`config.mk`:
```
export PLATFORM = sky130hd
export DESIGN_NAME = binary_record_framer_unit
export DESIGN_NICKNAME = d
export VERILOG_FILES = /design/src/rtl/core/brf_pkg.sv /design/src/rtl/core/binary_record_framer_unit.sv
export SDC_FILE = /design/constraint.sdc
export NUM_CORES = 1
export LEC_CHECK = 0
export BUFFER_PORTS_ARGS = -buffer_cell sky130_fd_sc_hd__clkbuf_2
export CORE_MARGIN = 3
export CORE_UTILIZATION = 40
export CTS_CLUSTER_SIZE = 10
export DETAILED_ROUTE_END_ITERATION = 8
export GPL_TIMING_DRIVEN = 0
export PLACE_DENSITY_LB_ADDON = 0.15
export SLEW_MARGIN = 25
export SYNTH_ARGS = -nofsm -noshare
export SYNTH_HDL_FRONTEND = slang
export SYNTH_SLANG_ARGS = --single-unit
```
`constraint.sdc`:
```
create_clock -name clk -period 3.4 [get_ports clk]
set_input_delay 0.68 -clock clk [delete_from_list [all_inputs] [get_ports clk]]
set_output_delay 0.68 -clock clk [all_outputs]
set_load 0.01 [all_outputs]
```
`src/rtl/core/brf_pkg.sv`:
```
`timescale 1ns / 1ps

package brf_pkg;

	// Request kinds
	localparam logic [1:0] KIND_APPEND = 2'd0;
	localparam logic [1:0] KIND_FLUSH  = 2'd1;
	localparam logic [1:0] KIND_FINISH = 2'd2;
	localparam logic [1:0] KIND_UNUSED = 2'd3;

	// Fixed stream bytes
	localparam logic [7:0] HDR_MARK  = 8'h00;
	localparam logic [7:0] TRL_MARK  = 8'hff;
	localparam logic [7:0] TRL_FILL  = 8'h00;

	// Header and trailer are five bytes each
	localparam int unsigned FRAME_BYTES = 5;

	typedef struct packed {
		logic [1:0]  kind;
		logic [7:0]  data_byte;
		logic [15:0] next_address;
		logic [15:0] entry_point;
	} req_t;

	typedef struct packed {
		logic [7:0] out_byte;
		logic       last;
	} rsp_t;

endpackage

```
`src/rtl/core/binary_record_framer_unit.sv`:
```
`timescale 1ns / 1ps
// A request that emits bytes first sets the sequencer state, then the registered output byte.
// One output byte per cycle while rsp_ready is not held low; a request emitting k bytes
// holds the input until its last byte is registered (record of n data bytes: k = n + 5;
// a trailer adds 5). Appends that do not fill the buffer do not hold the input.
// Buffer RAM (one write and one read per cycle, registered read) feeds the data phase.
// Reset (arst_n low) clears the start address, fill count and sequencer; RAM is not cleared.
module binary_record_framer_unit #(
	parameter int RECORD_BYTES = 32
) (
	input  logic          clk,
	input  logic          arst_n,
	input  logic          req_valid,
	output logic          req_ready,
	input  brf_pkg::req_t req,
	output logic          rsp_valid,
	input  logic          rsp_ready,
	output brf_pkg::rsp_t rsp
);

	localparam int AW = (RECORD_BYTES > 1) ? $clog2(RECORD_BYTES) : 1;
	localparam int CW = $clog2(RECORD_BYTES + 1);
	localparam int IW = (AW > 3) ? AW : 3;
	localparam int XW = IW + 1;

	localparam logic [1:0] ST_IDLE = 2'd0;
	localparam logic [1:0] ST_HDR  = 2'd1;
	localparam logic [1:0] ST_DATA = 2'd2;
	localparam logic [1:0] ST_TRL  = 2'd3;

	logic [1:0]    state_q;
	logic [IW-1:0] idx_q;
	logic          trl_q;
	logic [CW-1:0] count_q;
	logic [15:0]   record_start_q;
	logic [CW-1:0] len_q;
	logic [15:0]   emit_addr_q;
	logic [15:0]   entry_q;
	logic [7:0]    rd_data_q;
	logic          rsp_valid_q;
	brf_pkg::rsp_t rsp_q;

	logic [7:0] mem [RECORD_BYTES];

	logic          accept;
	logic          advance;
	logic          busy;
	logic          last_data;
	logic          last_frame;
	logic [CW-1:0] count_inc;
	logic [AW-1:0] rd_addr;
	logic [15:0]   len16;
	logic [7:0]    cur_byte;
	logic          cur_last;

	assign accept    = req_valid && req_ready;
	assign busy      = (state_q != ST_IDLE);
	assign advance   = !rsp_valid_q || rsp_ready;
	assign req_ready = !busy;
	assign rsp_valid = rsp_valid_q;
	assign rsp       = rsp_q;
	assign count_inc = CW'(count_q + 1'b1);
	assign len16     = 16'(len_q);
	assign last_data = (XW'(idx_q) + XW'(1)) == XW'(len_q);
	assign last_frame = (idx_q == IW'(brf_pkg::FRAME_BYTES - 1));

	// Buffer read address: step ahead one entry whenever a data byte other than the last leaves
	always_comb begin
		rd_addr = '0;
		if (state_q == ST_DATA) begin
			if (advance && !last_data) begin
				rd_addr = AW'(idx_q + IW'(1));
			end else begin
				rd_addr = AW'(idx_q);
			end
		end
	end

	// Byte for the current sequencer position
	always_comb begin
		cur_byte = brf_pkg::HDR_MARK;
		cur_last = 1'b0;
		case (state_q)
			ST_HDR: begin
				case (idx_q)
					IW'(0): cur_byte = brf_pkg::HDR_MARK;
					IW'(1): cur_byte = len16[15:8];
					IW'(2): cur_byte = len16[7:0];
					IW'(3): cur_byte = emit_addr_q[15:8];
					default: cur_byte = emit_addr_q[7:0];
				endcase
			end
			ST_DATA: begin
				cur_byte = rd_data_q;
				cur_last = last_data && !trl_q;
			end
			ST_TRL: begin
				case (idx_q)
					IW'(0): cur_byte = brf_pkg::TRL_MARK;
					IW'(1): cur_byte = brf_pkg::TRL_FILL;
					IW'(2): cur_byte = brf_pkg::TRL_FILL;
					IW'(3): cur_byte = entry_q[15:8];
					default: cur_byte = entry_q[7:0];
				endcase
				cur_last = last_frame;
			end
			default: begin
				cur_byte = brf_pkg::HDR_MARK;
				cur_last = 1'b0;
			end
		endcase
	end

	// Buffer RAM: append writes at the fill count, registered read
	always_ff @(posedge clk) begin
		if (accept && req.kind == brf_pkg::KIND_APPEND) begin
			mem[count_q[AW-1:0]] <= req.data_byte;
		end
		rd_data_q <= mem[rd_addr];
	end

	// Snapshot of the record being emitted
	always_ff @(posedge clk) begin
		if (accept) begin
			emit_addr_q <= record_start_q;
			entry_q     <= req.entry_point;
			if (req.kind == brf_pkg::KIND_APPEND) begin
				len_q <= count_inc;
			end else begin
				len_q <= count_q;
			end
		end
		if (advance && busy) begin
			rsp_q.out_byte <= cur_byte;
			rsp_q.last     <= cur_last;
		end
	end

	// Request decode, fill count and byte sequencer
	always_ff @(posedge clk or negedge arst_n) begin
		if (!arst_n) begin
			state_q        <= ST_IDLE;
			idx_q          <= '0;
			trl_q          <= 1'b0;
			count_q        <= '0;
			record_start_q <= '0;
			rsp_valid_q    <= 1'b0;
		end else begin
			if (advance) begin
				rsp_valid_q <= busy;
			end
			if (accept) begin
				idx_q <= '0;
				trl_q <= (req.kind == brf_pkg::KIND_FINISH);
				case (req.kind)
					brf_pkg::KIND_APPEND: begin
						if (count_inc == CW'(RECORD_BYTES)) begin
							count_q        <= '0;
							record_start_q <= req.next_address;
							state_q        <= ST_HDR;
						end else begin
							count_q <= count_inc;
						end
					end
					brf_pkg::KIND_FLUSH: begin
						count_q        <= '0;
						record_start_q <= req.next_address;
						if (count_q != '0) begin
							state_q <= ST_HDR;
						end
					end
					brf_pkg::KIND_FINISH: begin
						count_q        <= '0;
						record_start_q <= req.next_address;
						state_q        <= (count_q != '0) ? ST_HDR : ST_TRL;
					end
					default: begin
					end
				endcase
			end else if (busy && advance) begin
				case (state_q)
					ST_HDR: begin
						if (last_frame) begin
							state_q <= ST_DATA;
							idx_q   <= '0;
						end else begin
							idx_q <= IW'(idx_q + 1'b1);
						end
					end
					ST_DATA: begin
						if (last_data) begin
							state_q <= trl_q ? ST_TRL : ST_IDLE;
							idx_q   <= '0;
						end else begin
							idx_q <= IW'(idx_q + 1'b1);
						end
					end
					ST_TRL: begin
						if (last_frame) begin
							state_q <= ST_IDLE;
							idx_q   <= '0;
						end else begin
							idx_q <= IW'(idx_q + 1'b1);
						end
					end
					default: begin
						state_q <= ST_IDLE;
					end
				endcase
			end
		end
	end

	// A pending record never holds a full buffer
	a_count_bound: assert property (@(posedge clk) disable iff (!arst_n)
		count_q < CW'(RECORD_BYTES))
		else $error("fill count reached record size");

	// Data phase only runs for a non-empty record and stays inside it
	a_data_len: assert property (@(posedge clk) disable iff (!arst_n)
		(state_q == ST_DATA) |-> (len_q != '0) && (XW'(idx_q) < XW'(len_q)))
		else $error("data phase outside record");

	// A finish request always starts emitting
	a_finish_emits: assert property (@(posedge clk) disable iff (!arst_n)
		(accept && req.kind == brf_pkg::KIND_FINISH) |=>
		(state_q == ST_HDR || state_q == ST_TRL))
		else $error("finish request produced no output");

	// The final byte of a request returns the sequencer to idle
	a_last_idle: assert property (@(posedge clk) disable iff (!arst_n)
		(busy && advance && cur_last) |=> (state_q == ST_IDLE))
		else $error("sequencer busy after final byte");

endmodule
```
Word-level counts from Yosys, hierarchy flattened --
Memories as Yosys holds them, arrays and structs flattened. A register that Yosys moved wholly into a read port is not among the register bits. Cells that the tools add are included.
Storage, ports and cells: register bits after elaboration 78, memory bits (read-only) 0, output and inout bits 11, bits in latches 0, memories kept 1, input bits 46, memory bits (writable) 256, logic and storage cells 87
Memories:
- mem | words 32, bits a word 8, rd ports 1, clocked after Yosys merged registers in 1, write ports 1, line binary_record_framer_unit.sv:43 | logic [7:0] mem [RECORD_BYTES];
Operators by class: bitwise operators 0, equality and inequality tests 18, multiplexer cells 29, add/subtract/negate cells 3, reductions and logical operators 25, divide/modulo/power cells 0, shifts and indexed selects 0, multiply operators 0, $lt $le $gt $ge 0
Operators by type and width (count):
- $pmux W8 S3 | 3
- $pmux W16 S2 | 1
- $mux W5 | 6
- $mux W2 | 9
- $mux W16 | 1
- $mux W6 | 2
- $ne A3 B3 Y1 const B | 4
- $pmux W2 S3 | 2
- $pmux W6 S2 | 1
- $eq A5 B2 Y1 const B | 2
- $pmux W5 S2 | 1
- $reduce_or A2 Y1 | 4
- $reduce_and A7 Y1 | 1
- $add A5 B1 Y6 const B | 1
- $add A6 B1 Y6 const B | 1
- $eq A2 B2 Y1 const B | 3
- $eq A6 B6 Y1 | 1
- $eq A6 B6 Y1 const B | 1
- $reduce_bool A2 Y1 | 3
- $reduce_bool A6 Y1 | 1
- $add A5 B1 Y5 const B | 1
- $eq A5 B1 Y1 const B | 1
- $eq A5 B3 Y1 const B | 1
- $logic_and A1 B1 Y1 | 5
- 13 further kinds | 19

Depth between registers and ports, before layout --
Gate-level depths: netlist (run 1).
depth in word-level cells 6, depth in mapped cells 16

Least setup slack after synthesis (run 1) --
No wires, ideal clock.
path type flip-flop to flip-flop, from register idx_q[1], to register rd_data_q[6] (read register of mem), stages on the path, launching flop included 14, buffers on the path 4, required time 3.297 ns, arrival time 3.097 ns, clock period less this slack 3.200 ns, path slack 0.200 ns, path through dfrtp_1 -> ha_1 -> buf_2 -> xnor3_1 -> and3_1 -> and2_1 -> buf_2 -> a21oi_2 -> mux2_1 -> buf_2 -> buf_2 -> a211oi_1 -> o22ai_1 -> a2111oi_2
On the way: word-level cells in the longest chain between the ends 6, elaborated cells between the ends (all ways) 7, those cells by class add/sub: 2; eq/ne: 1; mux: 2; reduce/logical: 2
RTL lines:
- from (decl) | line binary_record_framer_unit.sv:32 | logic [IW-1:0] idx_q;
- from (signal assigned) | line binary_record_framer_unit.sv:187 | idx_q <= IW'(idx_q + 1'b1);
- from (signal assigned) | line binary_record_framer_unit.sv:195 | idx_q <= IW'(idx_q + 1'b1);
- from (signal assigned) | line binary_record_framer_unit.sv:203 | idx_q <= IW'(idx_q + 1'b1);
- $add A5 B1 Y6 | line binary_record_framer_unit.sv:64 | assign last_data = (XW'(idx_q) + XW'(1)) == XW'(len_q);
- $eq A6 B6 Y1 | line binary_record_framer_unit.sv:64
- $logic_not A1 Y1 | line binary_record_framer_unit.sv:71 | if (advance && !last_data) begin
- $logic_and A1 B1 Y1 | line binary_record_framer_unit.sv:71
- $mux W5 * | line binary_record_framer_unit.sv:71
- $mux W5 * | line binary_record_framer_unit.sv:70 | if (state_q == ST_DATA) begin
- to (decl) | line binary_record_framer_unit.sv:39 | logic [7:0] rd_data_q;
Mark *: on every way between the ends. The rest lies on a longest branch, timed or not. A chain may end at the register's enable or synchronous reset.

Final worst setup path (run 1) --
from register len_q[3], to register rd_data_q[4] (read register of mem)
On the way: word-level cells in the longest chain between the ends 5
RTL lines:
- from (decl) | line binary_record_framer_unit.sv:36 | logic [CW-1:0] len_q;
- from (signal assigned) | line binary_record_framer_unit.sv:128 | len_q <= count_inc;
- from (signal assigned) | line binary_record_framer_unit.sv:130 | len_q <= count_q;
- $eq A6 B6 Y1 | line binary_record_framer_unit.sv:64
- $logic_not A1 Y1 | line binary_record_framer_unit.sv:71
- $logic_and A1 B1 Y1 | line binary_record_framer_unit.sv:71
- $mux W5 | line binary_record_framer_unit.sv:71
- $mux W5 | line binary_record_framer_unit.sv:70
No other way between the ends.

==> results.sh, run 1 <==
export IMPL_dieArea_mm2=0.0388
export IMPL_met3_usage=0.0297
export IMPL_slew_headroom=0.361
export IMPL_synth_async_reset_ratio=0.0906
export IMPL_dpl_worst_slack_ns=-0.707
export IMPL_reg2reg_slack_ns=0.01
export IMPL_clock_path_buffers=3
export IMPL_synth_top_family_by_area="multiplexers"
export IMPL_worst_path_max_fanout=5
export IMPL_numCtsBuffers=40
export IMPL_ys_seq_area_frac=0.687
export IMPL_layout_setup_ws_ns=0.0150
export IMPL_fin_util=0.491
export IMPL_power_switching_mw=4.73
export IMPL_r2r_start="len_q[3]"
export IMPL_dr_total_vias=8992
export IMPL_outcome="finished, final reports clean"
export IMPL_drc=0
export IMPL_muxShareOfSynthArea=0.102
export IMPL_worstPathCellList="or3b_1, mux2_4, o211ai_4, mux2_4, nor2_4, buf_6, buf_12, mux2_2, a221oi_2, a221o_1, a211oi_2"
export IMPL_met2_usage=0.312
export IMPL_rsz0062_at_grt="true"
export IMPL_fin_tns_setup_ns=0
export IMPL_fin_cells=1580
export IMPL_setup_viol=0
export IMPL_critPathKind="register to register"
export IMPL_max_cap_violations=0
export IMPL_cp_data_required_time_ns=3.80
export IMPL_nNetsFinal=1165
export IMPL_gr_max_usage_layer="met2"
export IMPL_initial_utilization=0.409
export IMPL_dp_cells=1487
export IMPL_synth_edff_count=303
export IMPL_core_mm2=0.0357
export IMPL_grt_pass1_wl_um=57100
export IMPL_critPathTopFamily="multiplexers"
export IMPL_synthCells=969
export IMPL_syn_nets=1031
export IMPL_synth_area_mm2=0.0146
export IMPL_critical_path_slowest_cell="edfxtp_1"
export IMPL_fin_crit_ns=3.39
export IMPL_dp_hpwl_um=25100
export IMPL_syn_area_per_cell_um2=15.1
export IMPL_clock_skew_ns=0.0104
export IMPL_reg2reg_to="rd_data_q[4]"
export IMPL_ant_nets=0
export IMPL_grt_pass1_vias=9033
export IMPL_critPathLaunchType="register"
export IMPL_synth_top_area_share=0.623
export IMPL_synthFlopType="edfxtp_1"
export IMPL_use_met1=0.286
export IMPL_powerDensity_mw_per_mm2=807
export IMPL_leakagePower_nw=5.97
export IMPL_wl_um=38400
export IMPL_tightest_slew_ns=0.955
export IMPL_cts_root_buf="clkbuf_16"
export IMPL_cts_sinks=342
export IMPL_path_buf_inv=2
export IMPL_yosys_warnings=0
export IMPL_die_width_um=197
export IMPL_die_y_um=197
export IMPL_layout_drive_gt1_share=0.261
export IMPL_cp_endpoint="rd_data_q[4]"
export IMPL_reg2reg_depth=11
export IMPL_intPower_mw=9.44
export IMPL_drt_pass1_iterations=9
export IMPL_worstPathArrival_ns=3.78
export IMPL_viasPerCell=5.69
export IMPL_synth_cell_types=74
export IMPL_clockPowerShare=0.268
export IMPL_grt_overflow_total=0
export IMPL_io_buffers=56
export IMPL_vdd_drop_max_v=0.000451
export IMPL_p_sw_frac=0.334
export IMPL_clkLatencyLatePin_ns=0.52
export IMPL_cts_tree="yes"
export IMPL_ys_ff_latch=342
export IMPL_htreeDepth=2
export IMPL_synth_xor_area_share=0.00934
export IMPL_ioPinCount=57
export IMPL_grtUsageTotal=0.197
export IMPL_place_gp_congestion=0.904
export IMPL_final_max_slew_viol_count=0
export IMPL_synthTopCellsByArea="edfxtp_1, mux2i_1, dfrtp_1"
export IMPL_critPathCaptureType="register"
export IMPL_cpMostUsedCell="mux2_4"
export IMPL_crit_start="len_q[3]"
export IMPL_total_power_mw=14.2
export IMPL_combPwrFrac=0.364
export IMPL_final_common_cell="edfxtp_1"
export IMPL_yosys_area_share_simple=0.0664
export IMPL_hp_class="primary input to asynchronous set/reset pin"
export IMPL_cp_depth=11
export IMPL_drt_iter0_markers=903
export IMPL_yosys_area_top_type="edfxtp_1"
export IMPL_antenna_cells=0
export IMPL_grt_max_degree=41
export IMPL_final_cell_mix="edfxtp_1, mux2i_1, nand2_1"
export IMPL_critPathMaxStageDelay_ns=0.44
export IMPL_hold_buffers=0
export IMPL_wl_per_cell_um=24.3
export IMPL_hold_viol=0
export IMPL_fmax_mhz=295
export IMPL_min_period_over_period=0.996
export IMPL_synthToLayoutAreaGrowth_pct=20.3
export IMPL_synth_compound_area_frac=0.0940
export IMPL_synth_adder_area_share=0.0137
export IMPL_antenna_found_initial=0
export IMPL_clk_pin_slew_ns=0.05
export IMPL_rows=69
export IMPL_p_seq_frac=0.369
==> power by group through the flow <==
stage                     Clock (mW)  Sequential, mW  Combinational, mW
after floorplan                    0            5.26               2.76
after global placement             0            5.31               4.08
after detailed placement           0            5.31               4.13
after CTS                       3.87            5.22               4.78
after global routing            4.05            5.26               5.48
final                           3.79            5.22               5.15
==> cells in the mapped netlist (5+ instances only) <==
| cell | n |
|---|---|
| edfxtp_1 | 303 |
| mux2i_1 | 86 |
| nand2_1 | 62 |
| nor2_1 | 61 |
| dfrtp_1 | 31 |
| mux2_2 | 29 |
| inv_1 | 28 |
| nand3_1 | 26 |
| o211ai_1 | 24 |
| buf_2 | 22 |
| a21oi_1 | 21 |
| clkbuf_1 | 21 |
| o21ai_0 | 17 |
| ha_1 | 16 |
| a222oi_1 | 14 |
| o22ai_1 | 14 |
| mux4_2 | 12 |
| and3_1 | 10 |
| nor3_1 | 10 |
| a211oi_1 | 9 |
| a221oi_1 | 8 |
| a22oi_1 | 8 |
| a31oi_1 | 8 |
| dfxtp_1 | 8 |
| o31ai_1 | 8 |
| xor2_1 | 8 |
| a211oi_2 | 7 |
| a221o_1 | 6 |
| o21bai_1 | 6 |
| and2_1 | 5 |
| buf_4 | 5 |
| xnor2_1 | 5 |
==> timing repair <==
action                     4_1_cts  5_1_grt
pin swaps                       19       22
setup endpoints to repair       18       34
hold endpoints to repair         0        0
resized for setup               93       40
gates cloned                     1        2
buffers inserted                19       17
==> worst reg2reg max path, stage by stage, from the launching register on <==
cell	delay, ns
edfxtp_1	0.44
or3b_1	0.38
mux2_4	0.29
o211ai_4	0.23
mux2_4	0.37
nor2_4	0.22
buf_6	0.14
buf_12	0.11
mux2_2	0.35
a221oi_2	0.35
a221o_1	0.30
a211oi_2	0.08
==> worst min-delay path by stage <==
stage / cells past startpoint / slack, ns / startpoint / end
after global routing: 1 / 0.31 / arst_n / record_start_q[4]
after global placement: 0 / 0.43 / record_start_q[13] / emit_addr_q[13]
after floorplan: 0 / 0.38 / arst_n / count_q[0]
after CTS: 1 / 0.27 / arst_n / count_q[1]
final: 1 / 0.26 / arst_n / record_start_q[4]
after detailed placement: 0 / 0.43 / record_start_q[13] / emit_addr_q[13]
==> cells by family (layout without fill, tap and decap cells) <==
kind of cell | Yosys count | count (layout)
AND/OR/NAND/NOR | 206 | 206
AO/OA/AOI/OAI | 179 | 179
adder cells (fa/ha/maj) | 16 | 16
buffers and inverters | 83 | 233
flip-flops | 342 | 342
XOR/XNOR | 14 | 14
multiplexers | 129 | 129
==> layer usage <==
layer,vias up,routed length [um]
met5,-,0
met4,0,947
met3,63,2480
met2,286,17900
met1,4591,17100
li1,4052,-
==> sequential cells by signal, summed over array words and instances (netlist names) <==
signal	cells
mem	256
emit_addr_q	16
entry_q	16
record_start_q	16
rsp	9
rd_data_q	8
count_q	6
len_q	6
idx_q	5
state_q	2
rsp_valid	1
trl_q	1
==> metrics by stage <==
step / hold WS, ns / instance area (um2)
after global routing: 0.310 / 17600
after detailed placement: 0.433 / 15500
after CTS: 0.273 / 17200
after global placement: 0.429 / 15500
final: 0.258 / 17600
after floorplan: 0.384 / 14600
==> area by class of cell <==
| class | instances | area [um2] |
|---|---|---|
| Buffer | 51 | 408 |
| Clock buffer | 56 | 1100 |
| Clock inverter | 2 | 17.5 |
| Fill cell | 3097 | 18200 |
| Inverter | 29 | 110 |
| Multi-Input combinational cell | 544 | 4660 |
| Sequential cell | 342 | 10000 |
| Tap cell | 461 | 577 |
| Timing Repair Buffer | 95 | 648 |
No activity file was read; power rests on OpenSTA's default activity.
==> run 2, diff against run 1 <==
RECOVER_POWER = 100   (was unset)
==> results.sh, run 2 (same netlist as run 1, synthesis figures left out) <==
export IMPL_fin_crit_ns=3.38
export IMPL_p_seq_frac=0.369
export IMPL_clk_pin_slew_ns=0.06
export IMPL_drc=0
export IMPL_power_switching_mw=4.74
export IMPL_htreeDepth=2
export IMPL_hold_viol=0
export IMPL_die_y_um=197
export IMPL_fmax_mhz=296
export IMPL_slew_headroom=-0.240
export IMPL_total_power_mw=14.2
export IMPL_ant_nets=0
export IMPL_dr_total_vias=8981
export IMPL_dieArea_mm2=0.0388
export IMPL_max_cap_violations=7
export IMPL_numCtsBuffers=40
export IMPL_drt_pass1_iterations=6
export IMPL_final_common_cell="edfxtp_1"
export IMPL_nNetsFinal=1165
export IMPL_worst_path_max_fanout=5
export IMPL_final_cell_mix="edfxtp_1, mux2i_1, nand2_1"
export IMPL_min_period_over_period=0.995
export IMPL_antenna_cells=0
export IMPL_cts_tree="yes"
export IMPL_powerDensity_mw_per_mm2=808
export IMPL_place_gp_congestion=0.904
export IMPL_clock_skew_ns=0.0102
export IMPL_cp_data_required_time_ns=3.80
export IMPL_critPathMaxStageDelay_ns=0.44
export IMPL_antenna_found_initial=0
export IMPL_final_max_slew_viol_count=230
export IMPL_initial_utilization=0.409
export IMPL_combPwrFrac=0.363
export IMPL_critPathKind="register to register"
export IMPL_setup_viol=0
export IMPL_die_width_um=197
export IMPL_synthToLayoutAreaGrowth_pct=20.1
export IMPL_leakagePower_nw=5.90
export IMPL_hold_buffers=0
export IMPL_worstPathCellList="or3b_1, mux2_4, o211ai_4, mux2_4, nor2_4, buf_6, buf_12, mux2_2, a221oi_2, a221o_1, a211oi_2"
export IMPL_grtUsageTotal=0.197
export IMPL_io_buffers=56
export IMPL_cpMostUsedCell="mux2_4"
export IMPL_wl_per_cell_um=24.3
export IMPL_largest_reg_flops=256
export IMPL_critPathLaunchType="register"
export IMPL_core_mm2=0.0357
export IMPL_violations="capacitance limit, slew limit"
export IMPL_cts_sinks=342
export IMPL_clock_path_buffers=3
export IMPL_critPathCaptureType="register"
export IMPL_viasPerCell=5.68
export IMPL_dpl_worst_slack_ns=-0.707
export IMPL_grt_pass1_wl_um=57100
export IMPL_path_buf_inv=2
export IMPL_critical_path_slowest_cell="edfxtp_1"
export IMPL_n_fill_cell=3101
export IMPL_clkLatencyLatePin_ns=0.52
export IMPL_tightest_slew_ns=1.86
export IMPL_grt_pass1_vias=9033
export IMPL_layout_drive_gt1_share=0.239
export IMPL_cts_root_buf="clkbuf_16"
export IMPL_vdd_drop_max_v=0.000451
export IMPL_grt_overflow_total=0
export IMPL_clockPowerShare=0.268
export IMPL_outcome="finished with violations"
export IMPL_layout_setup_ws_ns=0.0174
export IMPL_drt_iter0_markers=903
export IMPL_grt_max_degree=41
export IMPL_critPathTopFamily="multiplexers"
export IMPL_holdWs_ns=0.330
export IMPL_ioPinCount=57
export IMPL_p_sw_frac=0.335
export IMPL_hp_class="primary input to register"
export IMPL_worstPathArrival_ns=3.78
export IMPL_rsz0062_at_grt="true"
export IMPL_rows=69
export IMPL_wl_um=38400
export IMPL_intPower_mw=9.42
export IMPL_dp_hpwl_um=25100
[run 2: cell count changes in the layout (fill, tap and decap cells not counted)]
cell	delta
clkbuf_1	+24
clkbuf_2	-24
[run 2: metal layers]
| metal | global-route usage | vias up | routed length (um) |
|---|---|---|---|
| li1 | - | 4048 | - |
| met1 | 0.286 | 4608 | 17300 |
| met2 | 0.312 | 264 | 17900 |
| met3 | 0.0297 | 61 | 2280 |
| met4 | 0.0533 | 0 | 931 |
| met5 | 0 | - | 0 |
[run 2: through the flow]
| step | utilization | cells | area [um2] | TNS, ns |
|---|---|---|---|---|
| 6_report | 0.490 | 1580 | 17500 | 0 |
| 5_1_grt | 0.490 | 1580 | 17500 | -0.241 |
| 4_1_cts | 0.482 | 1563 | 17200 | 0 |
| 3_5_place_dp | 0.433 | 1487 | 15500 | -5.19 |
| 3_3_place_gp | 0.433 | 1486 | 15500 | -43.94 |
| 2_1_floorplan | - | 969 | 14600 | 0 |
[run 2: worst register-to-register path, delay by kind of cell (launching register included)]
kind	cells	cell delay [ns]
muxes	3	1.01
AOI/OAI and AO/OA	4	0.96
and+or+nand+nor	2	0.61
DFF	1	0.44
buffers and inverters	2	0.25
[run 2: layout make-up]
class / count / area, um2 / share of cell area
clock buffer: 56 / 1100 / 0.0629
sequential: 342 / 10000 / 0.573
buffer: 51 / 408 / 0.0233
inverter: 29 / 110 / 0.00628
multi-input combinational: 544 / 4660 / 0.266
timing repair buffer: 95 / 618 / 0.0353
tap: 461 / 577 / 0.0329
clock inverter: 2 / 17.5 / 0.000999
[run 2: worst paths after layout]
path / startpoint / endpoint / slack, ns / depth (start not counted)
max: len_q[3] / rd_data_q[4] / 0.02 / 11
min: req[4] / entry_q[4] / 0.33 / 1
max reg2reg: len_q[3] / rd_data_q[4] / 0.02 / 11
min reg2reg: record_start_q[13] / emit_addr_q[13] / 0.44 / 0
max in group asynchronous: arst_n / idx_q[1] / 1.52 / 1
min in group asynchronous: arst_n / record_start_q[4] / 0.66 / 1
[run 2: power by group through the flow]
stage               sequential [mW]  clock, mW  combinational [mW]
finish                         5.22       3.79                5.15
global route                   5.26       4.05                5.47
CTS                            5.22       3.87                4.78
detailed placement             5.31          0                4.13
global placement               5.31          0                4.08
floorplan                      5.26          0                2.76
[run 2: repair_timing]
action,CTS,global route
gates resized for setup,93,40
setup endpoints to repair,18,34
pin swaps,19,22
cloned,1,2
setup buffers,19,17
==> run 3, diff against run 2 <==
REMOVE_ABC_BUFFERS = 1   (was unset)
==> results.sh, run 3 (same netlist as run 1, synthesis figures left out) <==
export IMPL_cpMostUsedCell="mux2_4"
export IMPL_wl_um=37600
export IMPL_synthToLayoutAreaGrowth_pct=20.9
export IMPL_io_buffers=56
export IMPL_setup_viol=5
export IMPL_ant_nets=0
export IMPL_cts_sinks=342
export IMPL_htreeDepth=2
export IMPL_vdd_drop_max_v=0.000431
export IMPL_hold_viol=0
export IMPL_clkLatencyLatePin_ns=0.55
export IMPL_reg2reg_depth=11
export IMPL_viasPerCell=5.66
export IMPL_initial_utilization=0.409
export IMPL_fmax_mhz=289
export IMPL_largest_reg_flops=256
export IMPL_fin_tns_setup_ns=-0.149
export IMPL_critPathLaunchType="register"
export IMPL_layout_setup_ws_ns=-0.0546
export IMPL_clk_pin_slew_ns=0.06
export IMPL_ioPinCount=57
export IMPL_grt_pass1_wl_um=55900
export IMPL_nNetsFinal=1145
export IMPL_die_y_um=197
export IMPL_critPathMaxStageDelay_ns=0.56
export IMPL_core_mm2=0.0357
export IMPL_dieArea_mm2=0.0388
export IMPL_dr_total_vias=8855
export IMPL_outcome="finished with violations"
export IMPL_fin_crit_ns=3.45
export IMPL_total_power_mw=14.3
export IMPL_drt_pass1_iterations=7
export IMPL_cp_depth=11
export IMPL_grt_overflow_total=0
export IMPL_min_path_cells=1
export IMPL_final_common_cell="edfxtp_1"
export IMPL_drt_iter0_markers=701
export IMPL_antenna_cells=0
export IMPL_cts_root_buf="clkbuf_16"
export IMPL_grt_pass1_vias=8828
export IMPL_tightest_slew_ns=1.79
export IMPL_hold_buffers=0
export IMPL_n_fill_cell=3126
export IMPL_crit_start="len_q[3]"
export IMPL_hp_class="primary input to register"
export IMPL_dp_cells=1442
export IMPL_grt_max_degree=33
export IMPL_cts_tree="yes"
export IMPL_worst_path_max_fanout=7
export IMPL_die_width_um=197
export IMPL_drc=0
export IMPL_critPathKind="register to register"
export IMPL_clock_skew_ns=0.0201
export IMPL_fin_cells=1565
export IMPL_cp_data_required_time_ns=3.80
export IMPL_post_dp_cell_area_mm2=0.0154
export IMPL_r2r_start="len_q[3]"
export IMPL_dpl_worst_slack_ns=-0.938
export IMPL_rsz0062_at_grt="true"
export IMPL_dp_hpwl_um=23200
export IMPL_min_delay_start="req[1]"
export IMPL_final_max_slew_viol_count=197
export IMPL_wl_per_cell_um=24.0
export IMPL_antenna_found_initial=1
export IMPL_min_period_over_period=1.02
export IMPL_final_cell_mix="edfxtp_1, mux2i_1, nand2_1"
export IMPL_path_buf_inv=2
export IMPL_clock_path_buffers=3
export IMPL_slew_headroom=-0.193
export IMPL_worstPathArrival_ns=3.86
export IMPL_max_cap_violations=6
export IMPL_rows=69
export IMPL_design_area_mm2=0.0177
export IMPL_leakagePower_nw=5.93
export IMPL_powerDensity_mw_per_mm2=810
export IMPL_worstPathCellList="or3b_1, mux2_4, o211ai_4, mux2_4, nor2_4, clkbuf_16, buf_16, mux4_2, o22ai_4, a221o_1, a211oi_2"
export IMPL_critical_path_slowest_cell="mux4_2"
export IMPL_grtUsageTotal=0.193
export IMPL_critPathCaptureType="register"
export IMPL_critPathTopFamily="multiplexers"
export IMPL_numCtsBuffers=41
export IMPL_place_gp_congestion=0.806
export IMPL_violations="capacitance limit, slew limit, setup timing"
export IMPL_layout_drive_gt1_share=0.242
## run 3: changes by cell type in the layout (fill, tap and decap cells not counted), moves of 5 or more
cell and change:
a221oi_4 -5, buf_16 +7, buf_6 -11, clkbuf_1 -11, clkbuf_2 -5, nor2_1 -7
nor2_4 +7
## run 3: metrics by stage
| stage | utilization | hold slack [ns] |
|---|---|---|
| 3_3_place_gp | 0.424 | 0.427 |
| 4_1_cts | 0.485 | 0.249 |
| 2_1_floorplan | - | 0.384 |
| 6_report | 0.494 | 0.315 |
| 3_5_place_dp | 0.432 | 0.428 |
| 5_1_grt | 0.494 | 0.304 |
## run 3: power by group
part / switching, mW / internal, mW / total [mW] / leakage (nW)
clock: 1.62 / 2.29 / 3.91 / 0.564
combinational: 2.85 / 2.28 / 5.13 / 2.17
sequential: 0.235 / 5.03 / 5.27 / 3.19
## run 3: path summary, 6_finish.rpt
kind                            slack [ns]        endpoint
worst min register to register        0.44  emit_addr_q[3]
worst min-delay path                  0.31      entry_q[1]
min in group asynchronous             0.61      count_q[2]
worst max-delay path                 -0.05    rd_data_q[0]
worst max register to register       -0.05    rd_data_q[0]
max in group asynchronous             1.61        idx_q[2]
## run 3: what timing repair did
| action | CTS | global route |
|---|---|---|
| endpoints found under the setup margin | 88 | 88 |
| pin swaps | 22 | 14 |
| buffers inserted | 43 | 11 |
| gates resized for setup | 48 | 51 |
| gates cloned | 4 | 2 |
## run 3: area by class of cell
cell class                      count  area, um2  share of cell area
Clock buffer                       57       1090              0.0615
Tap cell                          461        577              0.0327
Inverter                           29        114             0.00645
Sequential cell                   342      10000               0.569
Multi-Input combinational cell    546       4660               0.264
Clock inverter                      7       83.8             0.00475
Timing Repair Buffer              123       1090              0.0618
## run 3: layer usage
metal	vias to the layer above	part of all wire	track usage
met1	4498	0.45	0.274
met4	2	0.025	0.0507
li1	4020	-	-
met5	-	0.00035	0
met3	67	0.059	0.0384
met2	268	0.47	0.306
